===== src/hw/rtl/bgd_pkg.sv =====
`default_nettype none

package bgd_pkg;

    // Widths of the stream fields and configuration registers.
    localparam int unsigned TimeW    = 32;
    localparam int unsigned CfgW     = 16;
    localparam int unsigned CfgIdxW  = 2;
    localparam int unsigned PhaseW   = 2;
    localparam int unsigned STdataW  = 40;
    localparam int unsigned MTdataW  = 8;

    typedef logic [PhaseW-1:0]  phase_t;
    typedef logic [CfgIdxW-1:0] cfg_idx_t;

    // Phase codes of the debounce machine.
    localparam phase_t PH_IDLE = 2'd0;
    localparam phase_t PH_DOWN = 2'd1;
    localparam phase_t PH_HELD = 2'd2;
    localparam phase_t PH_UP   = 2'd3;

    // Configuration register indexes.
    localparam cfg_idx_t REG_DEBOUNCE = 2'd0;
    localparam cfg_idx_t REG_LONG     = 2'd1;
    localparam cfg_idx_t REG_DOUBLE   = 2'd2;

    // Register values after reset, in milliseconds.
    localparam logic [CfgW-1:0] DEBOUNCE_RST = 16'd50;
    localparam logic [CfgW-1:0] LONG_RST     = 16'd3000;
    localparam logic [CfgW-1:0] DOUBLE_RST   = 16'd400;

endpackage

`default_nettype wire


===== src/hw/rtl/button_gesture_detector_core.sv =====
// Channel   Dir  Beat contents (lowest bit first)
// s_axis    in   pressed_level[0], now_time[32:1], zero pad to 40 bits
// m_axis    out  long_press_event[0], double_press_event[1], machine_state[3:2], pad
// cfg       in   cfg_index selects register, cfg_wdata is its 16-bit value
//
// One result beat per input beat; an input beat waits in the input register
// and its result is written to the output register when the output is free.
// Sustained rate is one beat per cycle while m_tready is high (combinational update).
// Reset (synchronous, aresetn low) clears the machine and restores defaults.
// A stalled m_tready holds the result; the input register still takes one beat.
`default_nettype none

module button_gesture_detector_core
    import bgd_pkg::*;
(
    input  wire logic                aclk,
    input  wire logic                aresetn,
    // Input samples.
    input  wire logic                s_tvalid,
    output logic                     s_tready,
    input  wire logic [STdataW-1:0]  s_tdata,   // pressed_level, now_time
    // Gesture results.
    output logic                     m_tvalid,
    input  wire logic                m_tready,
    output logic [MTdataW-1:0]       m_tdata,   // long_press_event, double_press_event,
                                                // machine_state
    // Configuration writes.
    input  wire logic                cfg_wr_en,
    input  wire logic [CfgIdxW-1:0]  cfg_index,
    input  wire logic [CfgW-1:0]     cfg_wdata
);

    // Input register.
    logic             in_vld_reg;
    logic             in_pressed_reg;
    logic [TimeW-1:0] in_now_reg;

    // Output register.
    logic             out_vld_reg;
    logic             out_long_reg;
    logic             out_dbl_reg;
    phase_t           out_phase_reg;

    // Configuration registers.
    logic [CfgW-1:0]  debounce_reg;
    logic [CfgW-1:0]  long_time_reg;
    logic [CfgW-1:0]  window_reg;

    // Gesture state.
    phase_t           phase_reg,          phase_next;
    logic [TimeW-1:0] entry_time_reg,     entry_time_next;
    logic [TimeW-1:0] press_start_reg,    press_start_next;
    logic             long_fired_reg,     long_fired_next;
    logic             suppress_reg,       suppress_next;
    logic             click_pend_reg,     click_pend_next;
    logic [TimeW-1:0] click_rel_reg,      click_rel_next;
    logic             long_ev_next;
    logic             dbl_ev_next;

    logic             advance;
    logic [TimeW-1:0] since_entry;
    logic [TimeW-1:0] since_press;
    logic [TimeW-1:0] since_click;
    logic             debounce_done;
    logic             long_due;
    logic             in_window;

    // A beat moves from the input register to the output register when the
    // output is empty or drained this cycle.
    assign advance  = in_vld_reg && (!out_vld_reg || m_tready);
    assign s_tready = !in_vld_reg || advance;

    assign m_tvalid = out_vld_reg;
    assign m_tdata  = {4'd0, out_phase_reg, out_dbl_reg, out_long_reg};

    // Elapsed times wrap modulo 2^32.
    assign since_entry   = in_now_reg - entry_time_reg;
    assign since_press   = in_now_reg - press_start_reg;
    assign since_click   = in_now_reg - click_rel_reg;
    assign debounce_done = since_entry >= TimeW'(debounce_reg);
    assign long_due      = since_press >= TimeW'(long_time_reg);
    assign in_window     = since_click <= TimeW'(window_reg);

    // Next state of the debounce and gesture machine.
    always_comb begin
        phase_next       = phase_reg;
        entry_time_next  = entry_time_reg;
        press_start_next = press_start_reg;
        long_fired_next  = long_fired_reg;
        suppress_next    = suppress_reg;
        click_pend_next  = click_pend_reg;
        click_rel_next   = click_rel_reg;
        long_ev_next     = 1'b0;
        dbl_ev_next      = 1'b0;
        unique case (phase_reg)
            PH_IDLE: begin
                if (in_pressed_reg) begin
                    phase_next      = PH_DOWN;
                    entry_time_next = in_now_reg;
                end else if (click_pend_reg && !in_window) begin
                    click_pend_next = 1'b0;
                end
            end
            PH_DOWN: begin
                if (!in_pressed_reg) begin
                    phase_next = PH_IDLE;
                end else if (debounce_done) begin
                    press_start_next = in_now_reg;
                    long_fired_next  = 1'b0;
                    suppress_next    = 1'b0;
                    // Second press of a double confirmed inside the window.
                    if (click_pend_reg && in_window) begin
                        click_pend_next = 1'b0;
                        suppress_next   = 1'b1;
                        dbl_ev_next     = 1'b1;
                    end
                    phase_next = PH_HELD;
                end
            end
            PH_HELD: begin
                if (!in_pressed_reg) begin
                    phase_next      = PH_UP;
                    entry_time_next = in_now_reg;
                end else if (!long_fired_reg && !suppress_reg && long_due) begin
                    long_fired_next = 1'b1;
                    long_ev_next    = 1'b1;
                end
            end
            PH_UP: begin
                if (in_pressed_reg) begin
                    phase_next = PH_HELD;
                end else if (debounce_done) begin
                    // Only a plain short click arms the double-press window.
                    if (long_fired_reg) begin
                        click_pend_next = 1'b0;
                    end else if (suppress_reg) begin
                        suppress_next   = 1'b0;
                        click_pend_next = 1'b0;
                    end else begin
                        click_pend_next = 1'b1;
                        click_rel_next  = in_now_reg;
                    end
                    phase_next = PH_IDLE;
                end
            end
            default: begin
                phase_next = PH_IDLE;
            end
        endcase
    end

    // Handshake, configuration and state registers.
    always_ff @(posedge aclk) begin
        if (!aresetn) begin
            in_vld_reg      <= 1'b0;
            out_vld_reg     <= 1'b0;
            debounce_reg    <= DEBOUNCE_RST;
            long_time_reg   <= LONG_RST;
            window_reg      <= DOUBLE_RST;
            phase_reg       <= PH_IDLE;
            entry_time_reg  <= '0;
            press_start_reg <= '0;
            long_fired_reg  <= 1'b0;
            suppress_reg    <= 1'b0;
            click_pend_reg  <= 1'b0;
            click_rel_reg   <= '0;
        end else begin
            if (s_tvalid && s_tready) begin
                in_vld_reg <= 1'b1;
            end else if (advance) begin
                in_vld_reg <= 1'b0;
            end

            if (advance) begin
                out_vld_reg <= 1'b1;
            end else if (m_tready) begin
                out_vld_reg <= 1'b0;
            end

            if (cfg_wr_en) begin
                unique case (cfg_index)
                    REG_DEBOUNCE: debounce_reg  <= cfg_wdata;
                    REG_LONG:     long_time_reg <= cfg_wdata;
                    REG_DOUBLE:   window_reg    <= cfg_wdata;
                    default: begin
                    end
                endcase
            end

            if (advance) begin
                phase_reg       <= phase_next;
                entry_time_reg  <= entry_time_next;
                press_start_reg <= press_start_next;
                long_fired_reg  <= long_fired_next;
                suppress_reg    <= suppress_next;
                click_pend_reg  <= click_pend_next;
                click_rel_reg   <= click_rel_next;
            end
        end
    end

    // Payload registers.
    always_ff @(posedge aclk) begin
        if (s_tvalid && s_tready) begin
            in_pressed_reg <= s_tdata[0];
            in_now_reg     <= s_tdata[TimeW:1];
        end
        if (advance) begin
            out_long_reg  <= long_ev_next;
            out_dbl_reg   <= dbl_ev_next;
            out_phase_reg <= phase_next;
        end
    end

endmodule

`default_nettype wire


===== config.mk =====
export PLATFORM = sky130hd
export DESIGN_NAME = button_gesture_detector_core
export DESIGN_NICKNAME = d
export VERILOG_FILES = /design/src/hw/rtl/bgd_pkg.sv /design/src/hw/rtl/button_gesture_detector_core.sv
export SDC_FILE = /design/constraint.sdc
export NUM_CORES = 1
export LEC_CHECK = 0
export BUFFER_PORTS_ARGS = -buffer_cell sky130_fd_sc_hd__buf_2
export CORE_MARGIN = 4
export CORE_UTILIZATION = 44
export CTS_CLUSTER_SIZE = 14
export DETAILED_ROUTE_END_ITERATION = 6
export PLACE_DENSITY = 0.66
export SLEW_MARGIN = 20
export SYNTH_ARGS = -nofsm -noshare
export SYNTH_HDL_FRONTEND = slang
export SYNTH_SLANG_ARGS = --single-unit

===== constraint.sdc =====
create_clock -name aclk -period 6.2 [get_ports aclk]
set_input_delay 1.24 -clock aclk [delete_from_list [all_inputs] [get_ports aclk]]
set_output_delay 1.24 -clock aclk [all_outputs]
set_load 0.02 [all_outputs]

Yosys cells after proc, flatten, opt, wreduce, memory -nomap -nowiden
Cells that the tools add are included.
Storage, ports and cells
  flip-flop bits (word level): 188
  bits in latches: 0
  bits in writable memories: 0
  memory bits (read-only): 0
  input port bits: 63
  output and inout port bits: 10
  word-level logic and storage cells: 112
  memories: 0
Operators by class
  $add $sub $neg: 3
  $mul: 0
  divide/modulo/power cells: 0
  order comparisons: 3
  equality and inequality tests: 17
  shift-type cells: 0
  mux-type cells: 37
  bitwise operators: 3
  reductions and logical operators: 32
Operators by type and width (number)
  subtractor 32 bit: 3
  >= comparator 32 x 16 -> 1 bit: 2
  two-way mux 32 bit: 2
  one-hot mux 32 bit (2 select lines): 1
  <= comparator 32 x 16 -> 1 bit: 1
  two-way mux 1 bit: 24
  != test 2 bit (second input constant): 12
  two-way mux 2 bit: 6
  AND reduction 6 bit: 2
  nonzero test 2 bit: 5
  AND reduction 9 bit: 1
  one-hot mux 2 bit (4 select lines): 1
  AND reduction 2 bit: 4
  AND reduction 4 bit: 2
  AND reduction 7 bit: 1
  == test 2 bit (second input constant): 3
  logical AND 1 bit: 6
  zero test 1 bit: 5
  == test 2 x 1 -> 1 bit (second input constant): 2
  zero test 2 bit: 2
  one-hot mux 1 bit (2 select lines): 2
  NOT 1 bit: 3
  one-hot mux 1 bit (3 select lines): 1
  AND reduction 3 bit: 1
  other kinds (2): 3

Depth between registers and ports, before layout
Gate-level depths: netlist of the first run.
  word-level depth: 7
  gate-level depth with buffers: 22
  gate-level depth less buffers: 22

Least setup slack after synthesis of the first run
Ideal clock, no wire load.
  path kind: flip-flop to flip-flop
  start point: register in_now_reg[1]
  end point: register click_rel_reg[11]
  setup time: 0.071 ns
  arrival time: 4.656 ns
  data required time: 6.129 ns
  setup slack: 1.473 ns
  stages on the path, launching flop included: 21
  buffers on the path: 1
  period minus slack after synthesis: 4.727 ns
  cell sequence: edfxtp_1 ha_1 nor2b_1 o31a_2 o2111a_1 or3_1 a21oi_1 xnor2_1 ha_1 a21oi_1 nor2b_1 o21ai_0 nand4_1 or4_1 nor2b_2 nand4_2 or4b_4 o21ai_4 buf_6 o21ai_1 a21oi_2
Between the ends
  word-level cells in the longest chain between the ends: 3
Ends and longest elaborated chain
  start, declared: line button_gesture_detector_core.sv:36  | logic [TimeW-1:0] in_now_reg;
  start signal, assigned: line button_gesture_detector_core.sv:206  | in_now_reg <= s_tdata[TimeW:1];
  subtractor 32 bit: line button_gesture_detector_core.sv:77  | assign since_entry = in_now_reg - entry_time_reg;
  >= comparator 32 x 16 -> 1 bit: line button_gesture_detector_core.sv:80  | assign debounce_done = since_entry >= TimeW'(debounce_reg);
  AND reduction 6 bit (no source line)
  end signal, assigned: line button_gesture_detector_core.sv:197  | click_rel_reg <= click_rel_next;
  end, declared: line button_gesture_detector_core.sv:56  | logic [TimeW-1:0] click_rel_reg, click_rel_next;
No other way between the ends.
A chain may end at the register's enable or synchronous reset.

Worst setup path after layout of the first run
  start point: register in_now_reg[2]
  end point: register click_rel_reg[0]
Same word-level chain as after synthesis.

==> results.yml, run 1 <==
status:
  status: "complete, no violations"
synth:
  synth.ff_latch_count: 188
  synthCells: 1812
  avgSynthCellArea_um2: 8.045
  ys_top_cells_by_area: "dfxtp_1, ha_1, edfxtp_1"
  yosysTopAreaCell: "dfxtp_1"
  yosysWarnings: 0
  synth_enable_flop_cells: 37
  yosysSeqAreaShare_pct: 28.36
  async_flop_share_pct: 0
  synthesis.area_mm2: 0.01458
  yosys.area.top_type_share_pct: 20.74
  synth_top_flop_cell: "dfxtp_1"
  ys_types: 103
global_routing:
  grt_start_max_net_pins: 69
  grt_pass1_wl_um: 62530
  grt_pass1_vias: 12261
  grtUsageTotal_pct: 21.22
  overflow: 0
  antenna_found_initial: 0
clocking:
  clkTransAtPathRegs_ps: 80
  cts_tree: "built"
  cts_hold_buffers: 0
  htreeDepth: 4
  clk_latency_ps: 450
  clock_sinks: 188
  cts_resized: 0
  clk_path_buf_depth: 2
  cts_setup_buffers: 0
  cts-buffers-inserted: 17
  cts_root_buf: "clkbuf_16"
floorplan:
  fp.dieH_um: 190.0
  io_pins: 73
  fp.dieW_um: 190.0
  die_area_mm2: 0.03611
  core.rowCount: 66
  start_util_pct: 44.69
  coreArea_mm2: 0.03262
flow_run:
  cap_viol_max_count: 0
timing:
  tightestPinTransition_ps: 1054
  finalSetupViolations: 0
  grt_setup_unrepaired: "no"
  relSlewSlack_pct: 29.43
  hold_violations: 0
  fin_crit_sh_pct: 88.53
  period_needed_ps: 5489
  fmax_mhz: 182.2
  finClkSkew_ps: 14.21
  tns_ps: 0
  final_max_slew_viol_count: 0
drt:
  drt-initial-drc-count: 905
  first_pass_iters: 5
  vias_per_cell: 5.706
  ant_nets: 0
  drt-total-wl_um: 38600
  post-route-drc-count: 0
  wl_per_cell_um: 17.00
  vias: 12952
final_layout:
  design_area_mm2: 0.01575
  area_delta_synth_final_pct: 8.017
  diodes: 0
  finalNetCount: 2026
  drive_gt1_share_pct: 9.792
  fillers: 3174
setup_path:
  crit_slowest_cell: "or4b_4"
  critPathRequiredTime_ps: 6570
  cp-start-kind: "flip-flop"
  crit_chain: "ha_1 -> o21a_1 -> o31a_2 -> o2111a_1 -> or3_1 -> a21oi_1 -> xnor2_1 -> ha_1 -> a21oi_1 -> nor2b_1 -> o21ai_0 -> nand4_1 -> or4_1 -> nor2b_2 -> nand4_2 -> or4b_4 -> o21ai_4 -> buf_4 -> o21ai_0 -> a21oi_1"
  crit_start: "in_now_reg[2]$_DFFE_PP_"
  timing.critical_path.mode_cell: "a21oi_1"
  slowest_delay_ps: 550
  r2r-start: "in_now_reg[2]$_DFFE_PP_"
  worstSetupPathType: "reg -> reg"
  worstPathArrival_ps: 5860
  cp_max_fo: 35
  endpoint_kind: "flip-flop"
pwr:
  peakVddDrop_v: 0.0001413
  power.density_mw_per_mm2: 206.4
  p_leak_uw: 0.006009
place:
  place.gp.congestion: 0.9221
  dp_hpwl_um: 30030
  dpl-instance-area_mm2: 0.01511
  numPortBuffers: 61
worst_hold_path:
  hold_path_class: "reg -> reg"
  hp-start: "debounce_reg[11]$_SDFFE_PN0P_"
==> cell usage after synthesis (16+ instances only) <==
library cell,number
xor2_1,25
or3_1,17
nand2b_1,21
o21ai_0,63
a211oi_1,16
clkbuf_1,58
ha_1,145
o21ai_1,42
a21oi_2,31
xnor2_1,30
nor3_1,28
a21oi_1,160
nor2_1,154
nand2_1,172
mux2i_1,72
a21o_1,51
nand4_1,30
o211ai_1,23
edfxtp_1,37
dfxtp_1,151
nand3_1,62
o21a_1,21
inv_1,162
==> cell type report <==
class	instances	area, um^2	area share, %
Clock buffer	18	429.2	2.725
Sequential cell	188	4134	26.25
Timing Repair Buffer	75	410.4	2.606
Clock inverter	14	203.9	1.295
Tap cell	442	553.0	3.512
Multi-Input combinational cell	1370	9402	59.71
Inverter	163	614.3	3.901
==> metrics by stage <==
step	power [uW]	instances	setup slack (ps)	utilization, %	hold slack (ps)
2_1_floorplan	1900	1815	1473	-	436.3
4_1_cts	3273	2270	708.3	48.27	458.2
5_1_grt	3418	2270	322.5	48.27	477.6
3_5_place_dp	2089	2238	732.2	46.33	448.5
3_3_place_gp	2076	2238	800.5	46.33	444.6
6_report	3250	2270	710.9	48.27	456.2
==> worst max-delay path, delay by kind of cell (launching register included) <==
| family | cells | cell delay, ps |
|---|---|---|
| DFF | 1 | 540 |
| AOI/OAI and AO/OA | 9 | 1680 |
| buffers and inverters | 1 | 350 |
| xor gates and xnor gates | 1 | 140 |
| and+or+nand+nor | 7 | 2000 |
| adders and majority gates | 2 | 660 |
==> cell families (layout without fill, tap and decap cells) <==
family,after synthesis,after routing,synth area share (%)
compound gates,526,526,24.31
flops,188,188,28.36
xor+xnor,55,55,3.304
buf+inv,257,270,7.390
mux,74,74,5.098
other cells,1,4,0.02572
simple gates,563,563,18.66
fa+ha+maj,148,148,12.86
==> placed cells by master (no fill, tap or decap), types with 10 or more instances in the layout <==
master and n:
a31oi_1 10, or3_1 17, o21ai_0 63, o21a_1 21
buf_2 61, nand2b_1 21, a211oi_1 16, mux2i_1 72
clkbuf_16 17, dfxtp_1 151, a21o_1 51, xor2_1 25
edfxtp_1 37, nand3_1 62, buf_4 14, nor2b_1 13
and3_1 15, ha_1 145, nor2_1 154, o211ai_1 23
nor3_1 27, inv_1 162, xnor2_1 30, nand2_1 171
a21oi_1 159, o21ai_1 42, a21oi_2 32, nand4_1 30
==> report_power, final <==
part	internal, uW	switching [uW]
registers	1280	42.5
clock network	652	527
logic	291	454
==> final timing paths <==
check	cells past startpoint	slack, ps	to
max	20	710	click_rel_reg[0]$_SDFFE_PN0P_
min	2	460	debounce_reg[11]$_SDFFE_PN0P_
max reg2reg	20	710	click_rel_reg[0]$_SDFFE_PN0P_
min reg2reg	2	460	debounce_reg[11]$_SDFFE_PN0P_
==> metal layers <==
layer / share of wire, % / up-vias / track usage (%)
met2: 45 / 327 / 34.31
met5: 0 / - / 0
met4: 3.2 / 0 / 7.874
met1: 47 / 6055 / 29.20
li1: - / 6487 / -
met3: 4.2 / 83 / 2.550
(Power assumes the default switching activity.)
==> run 2: changes to the inputs <==
==> constraint.sdc (replaced) <==
create_clock -name aclk -period 6.2 [get_ports aclk]
set_input_delay 0.62 -clock aclk [delete_from_list [all_inputs] [get_ports aclk]]
set_output_delay 0.62 -clock aclk [all_outputs]
set_load 0.02 [all_outputs]
==> results.yml, run 2 (synthesized netlist as in run 1, its figures left out) <==
setup_path:
  ff2ff_path_depth: 20
  critPathRequiredTime_ps: 6500
  critPathBufInv: 1
  r2r_slack_ps: 570
  crit_slowest_cell: "edfxtp_1"
  cp_max_fo: 32
  slowest_delay_ps: 560
  reg2reg_to: "press_start_reg[5]$_SDFFE_PN0P_"
  crit_chain: "ha_1 -> nor2b_1 -> o31a_2 -> o2111a_1 -> or3_1 -> a21oi_1 -> xnor2_1 -> ha_1 -> a21oi_1 -> nor2b_1 -> o21ai_0 -> nand4_1 -> or4_1 -> nor2b_2 -> nand4_2 -> nor4b_4 -> a211oi_4 -> buf_4 -> mux2i_1 -> nor2_1"
  endpoint_kind: "flip-flop"
  worstPathArrival_ps: 5930
  path_delay_family: "simple AND/OR/NAND/NOR gates"
  r2r-start: "in_now_reg[1]$_DFFE_PP_"
  cp-start-kind: "flip-flop"
  worstSetupPathType: "reg -> reg"
timing:
  finalSetupViolations: 0
  finClkSkew_ps: 17.58
  tightestPinTransition_ps: 1079
  relSlewSlack_pct: 27.64
  postLayoutSetupSlackWorst_ps: 570.0
  fmax_mhz: 177.6
  grt_setup_unrepaired: "no"
  fin_crit_sh_pct: 90.81
  tns_ps: 0
  period_needed_ps: 5630
  hold_violations: 0
  final_max_slew_viol_count: 0
worst_hold_path:
  worstHoldEndpoint: "in_now_reg[0]$_DFFE_PP_"
  hp-start: "s_tdata[1]"
  hold_depth: 1
  hold_path_class: "in -> reg"
global_routing:
  grt_pass1_vias: 12023
  grtUsageTotal_pct: 20.85
  grt_pass1_wl_um: 61670
  overflow: 0
  grtUsageMet2_pct: 34.56
  grt_start_max_net_pins: 84
  met1_usage_pct: 28.37
  gr-usage-met3_pct: 2.661
  grt.busiest_layer: "met2"
  antenna_found_initial: 0
place:
  numPortBuffers: 61
  dp_worst_setup_slack_ps: 664.3
  dp_hpwl_um: 29760
  place.gp.congestion: 0.9197
pwr:
  peakVddDrop_v: 0.0001500
  p_int_uw: 2179
  comb_power_share_pct: 23.2
  seqPwrFrac_pct: 41.6
  p_total_uw: 3196
  power.density_mw_per_mm2: 203.8
  power.share.switching_pct: 31.82
  p_leak_uw: 0.005979
  power_frac_clock_pct: 35.3
  switchingPower_uw: 1017
final_layout:
  final_core_util_pct: 48.07
  fillers: 3174
  final_common_cell: "nand2_1"
  area_delta_synth_final_pct: 7.570
  finalNetCount: 2021
  drive_gt1_share_pct: 9.490
  diodes: 0
  mostFrequentLayoutCells: "nand2_1, inv_1, a21oi_1"
flow_run:
  cap_viol_max_count: 0
drt:
  post-route-drc-count: 0
  drt-initial-drc-count: 857
  vias_per_cell: 5.711
  wl_per_cell_um: 16.84
  drt-total-wl_um: 38140
  vias: 12935
  first_pass_iters: 5
  ant_nets: 0
clocking:
  htreeDepth: 4
  cts_hold_buffers: 0
  cts-buffers-inserted: 17
  cts_tree: "built"
  clk_path_buf_depth: 2
  clk_latency_ps: 450
  clkTransAtPathRegs_ps: 80
  cts_resized: 0
  clock_sinks: 188
  cts_root_buf: "clkbuf_16"
  cts_setup_buffers: 0
floorplan:
  start_util_pct: 44.69
  coreArea_mm2: 0.03262
  die_area_mm2: 0.03611
  io_pins: 73
  fp.dieW_um: 190.0
  core.rowCount: 66
  fp.dieH_um: 190.0
status:
  status: "complete, no violations"
[run 2: layer usage]
layer	share of wire, %	vias to the layer above
met5	0	-
met4	2.5	0
met3	4.2	60
met2	46	293
met1	47	6110
li1	-	6472
[run 2: power by group through the flow]
stage	registers (uW)	clock network, uW	logic [uW]
after floorplan	1330	0	566
after global placement	1350	0	722
after detailed placement	1360	0	731
after CTS	1330	1150	735
after global routing	1330	1200	828
final	1330	1130	741
[run 2: worst max path at each step]
| stage | start | to | cells after the start |
|---|---|---|---|
| 2_1_floorplan | in_now_reg[1]$_DFFE_PP_ | click_rel_reg[11]$_SDFFE_PN0P_ | 20 |
| 3_3_place_gp | in_now_reg[1]$_DFFE_PP_ | suppress_reg$_SDFFE_PN0P_ | 20 |
| 3_5_place_dp | in_now_reg[1]$_DFFE_PP_ | click_rel_reg[1]$_SDFFE_PN0P_ | 20 |
| 4_1_cts | in_now_reg[1]$_DFFE_PP_ | press_start_reg[23]$_SDFFE_PN0P_ | 20 |
| 5_1_grt | in_now_reg[1]$_DFFE_PP_ | click_rel_reg[1]$_SDFFE_PN0P_ | 20 |
| 6_report | in_now_reg[1]$_DFFE_PP_ | press_start_reg[5]$_SDFFE_PN0P_ | 20 |
[run 2: cell type report]
cell class	instances	area, um^2	share of cell area (%)
Clock inverter	13	158.9	1.013
Timing Repair Buffer	70	372.9	2.378
Tap cell	442	553.0	3.527
Multi-Input combinational cell	1370	9415	60.04
Clock buffer	19	432.9	2.761
Sequential cell	188	4134	26.36
Inverter	163	614.3	3.918
[run 2: through the flow]
step | std cells | hold slack, ps | instance area (um^2)
2_1_floorplan | 1815 | 436.3 | 14590
3_3_place_gp | 2233 | 443.5 | 15080
3_5_place_dp | 2233 | 448.2 | 15080
4_1_cts | 2265 | 328.2 | 15680
5_1_grt | 2265 | 328.0 | 15680
6_report | 2265 | 342.1 | 15680
[run 2: worst reg2reg max path, stage by stage (launching register included)]
cell and delay (ps):
edfxtp_1 560, ha_1 340, nor2b_1 140, o31a_2 330, o2111a_1 290, or3_1 440
a21oi_1 180, xnor2_1 150, ha_1 270, a21oi_1 150, nor2b_1 60, o21ai_0 260
nand4_1 130, or4_1 540, nor2b_2 150, nand4_2 150, nor4b_4 540, a211oi_4 120
buf_4 340, mux2i_1 280, nor2_1 60
==> run 3: changes to the inputs <==
ABC_AREA = 1   (was default)
==> results.yml, run 3 <==
timing:
  hold_violations: 0
  grt_setup_unrepaired: "no"
  period_needed_ps: 4604
  relSlewSlack_pct: 33.59
  tns_ps: 0
  postLayoutSetupSlackWorst_ps: 1596
  fmax_mhz: 217.2
  tightestPinTransition_ps: 992.7
  fin_crit_sh_pct: 74.26
  finClkSkew_ps: 14.84
  finalSetupViolations: 0
  final_max_slew_viol_count: 0
final_layout:
  multi_input_area_mm2: 0.008919
  seq_area_mm2: 0.004134
  diodes: 0
  fillers: 3501
  final_common_cell: "nand2_1"
  area_delta_synth_final_pct: 8.493
  mostFrequentLayoutCells: "nand2_1, inv_1, a21oi_1"
  drive_gt1_share_pct: 6.363
  finalNetCount: 2571
global_routing:
  grt_pass1_wl_um: 67280
  overflow: 0
  grt_pass1_vias: 13578
  grt_start_max_net_pins: 78
  antenna_found_initial: 0
  grtUsageTotal_pct: 22.79
clocking:
  cts_resized: 0
  clk_latency_ps: 440
  cts_hold_buffers: 0
  clock_sinks: 188
  cts-buffers-inserted: 17
  clk_path_buf_depth: 2
  cts_tree: "built"
  cts_setup_buffers: 0
  htreeDepth: 4
  cts_root_buf: "clkbuf_16"
  clkTransAtPathRegs_ps: 80
drt:
  wl_per_cell_um: 14.79
  drt-initial-drc-count: 988
  post-route-drc-count: 0
  vias_per_cell: 5.078
  ant_nets: 0
  drt-total-wl_um: 41730
  vias: 14325
  first_pass_iters: 5
synth:
  synth_xor_area_share_pct: 2.817
  yosysSeqAreaShare_pct: 27.70
  ys_top_cells_by_area: "dfxtp_1, nand2_1, ha_1"
  yosysTopAreaCell: "dfxtp_1"
  synth_top_family_by_area: "simple AND/OR/NAND/NOR gates"
  synthesis.area_mm2: 0.01492
  synth_top_flop_cell: "dfxtp_1"
  synthAdderAreaFrac_pct: 12.56
  synthCells: 2318
  synthSimpleGateAreaFrac_pct: 28.06
  avgSynthCellArea_um2: 6.438
  synth_enable_flop_cells: 37
  ys_types: 46
  synth.ff_latch_count: 188
  muxShareOfSynthArea_pct: 0
  synth_common_cells: "nand2_1, inv_1, a21oi_1"
  yosys.area.top_type_share_pct: 20.26
  async_flop_share_pct: 0
  yosysMostFrequentCell: "nand2_1"
  yosysWarnings: 0
  synth_compound_area_share_pct: 16.21
place:
  dp_worst_setup_slack_ps: 1637
  numPortBuffers: 61
  place.gp.congestion: 0.9412
  dp_hpwl_um: 34540
setup_path:
  endpoint_kind: "flip-flop"
  slowest_delay_ps: 720
  timing.critical_path.mode_cell: "nand2_1"
  crit_slowest_cell: "nand2_2"
  cp-start-kind: "flip-flop"
  worstPathArrival_ps: 4930
  worstSetupPathType: "reg -> reg"
  critPathRequiredTime_ps: 6530
  crit_chain: "inv_1 -> fa_1 -> inv_1 -> nand2_1 -> nand3_2 -> nand2_1 -> nand2_1 -> xor2_1 -> ha_1 -> nand2_1 -> nor2_1 -> a211oi_1 -> nand2_1 -> nor2_2 -> nand2_1 -> nor2_1 -> nand2_1 -> a21oi_2 -> nand2_4 -> nand2_2 -> inv_1 -> o21ai_0 -> a21oi_1"
  cp_max_fo: 62
worst_hold_path:
  hold_path_class: "in -> reg"
pwr:
  p_leak_uw: 0.007885
  peakVddDrop_v: 0.0001426
  power.density_mw_per_mm2: 206.5
floorplan:
  coreArea_mm2: 0.03353
  fp.dieH_um: 192.2
  io_pins: 73
  fp.dieW_um: 192.2
  start_util_pct: 44.50
  core.rowCount: 67
  die_area_mm2: 0.03693
flow_run:
  cap_viol_max_count: 0
status:
  status: "complete, no violations"
run 3: per-stage QoR:
step / hold slack, ps / instance area, um^2 / utilization [%] / power (uW) / instances
detailed placement: 452.1 / 15600 / 46.53 / 2278 / 2789
CTS: 323.7 / 16190 / 48.28 / 3367 / 2821
floorplan: 432.6 / 14930 / - / 2027 / 2321
global route: 330.1 / 16190 / 48.28 / 3559 / 2821
global placement: 445.5 / 15600 / 46.53 / 2258 / 2789
finish: 345.0 / 16190 / 48.28 / 3344 / 2821
run 3: cell type report:
| cell class | count | area share, % |
|---|---|---|
| multi-input cells | 1651 | 55.09 |
| flip-flops and latches | 188 | 25.53 |
| inverters | 434 | 10.06 |
| well taps | 448 | 3.462 |
| clock buffers | 20 | 2.890 |
| repair buffers | 68 | 2.226 |
| clock inverters | 12 | 0.7419 |
run 3: worst paths after layout:
check | start | end | slack [ps] | cells after the start
hold / removal | s_tdata[3] | in_now_reg[2]$_DFFE_PP_ | 340 | 1
setup reg to reg | in_now_reg[1]$_DFFE_PP_ | click_rel_reg[0]$_SDFFE_PN0P_ | 1600 | 23
setup / recovery | in_now_reg[1]$_DFFE_PP_ | click_rel_reg[0]$_SDFFE_PN0P_ | 1600 | 23
hold reg to reg | click_rel_reg[17]$_SDFFE_PN0P_ | click_rel_reg[17]$_SDFFE_PN0P_ | 460 | 2
run 3: power by group:
group / total [uW] / internal (uW) / switching, uW
sequential: 1340 / 1300 / 40.8
clock: 1090 / 568 / 519
combinational: 921 / 318 / 602
run 3: worst max-delay path: cells and delay by family, from the launching register on:
| family | cells | cell delay (ps) |
|---|---|---|
| AOI/OAI and AO/OA | 4 | 680 |
| DFF | 1 | 620 |
| xor gates and xnor gates | 1 | 180 |
| and+or+nand+nor | 13 | 1770 |
| adders and majority gates | 2 | 730 |
| buffers and inverters | 3 | 450 |
run 3: cells by family (layout without fill, tap and decap cells):
kind of cell,Yosys count,count (layout)
other,1,4
adder cells (fa/ha/maj),148,148
flip-flops,188,188
XOR/XNOR,48,48
buffers and inverters,482,534
AND/OR/NAND/NOR,1004,1004
AO/OA/AOI/OAI,447,447
run 3: routing by layer:
layer	share of wire [%]	track usage, %
met5	0	0
met3	3.2	1.999
met2	48	39.81
met4	3.1	8.173
met1	46	29.38
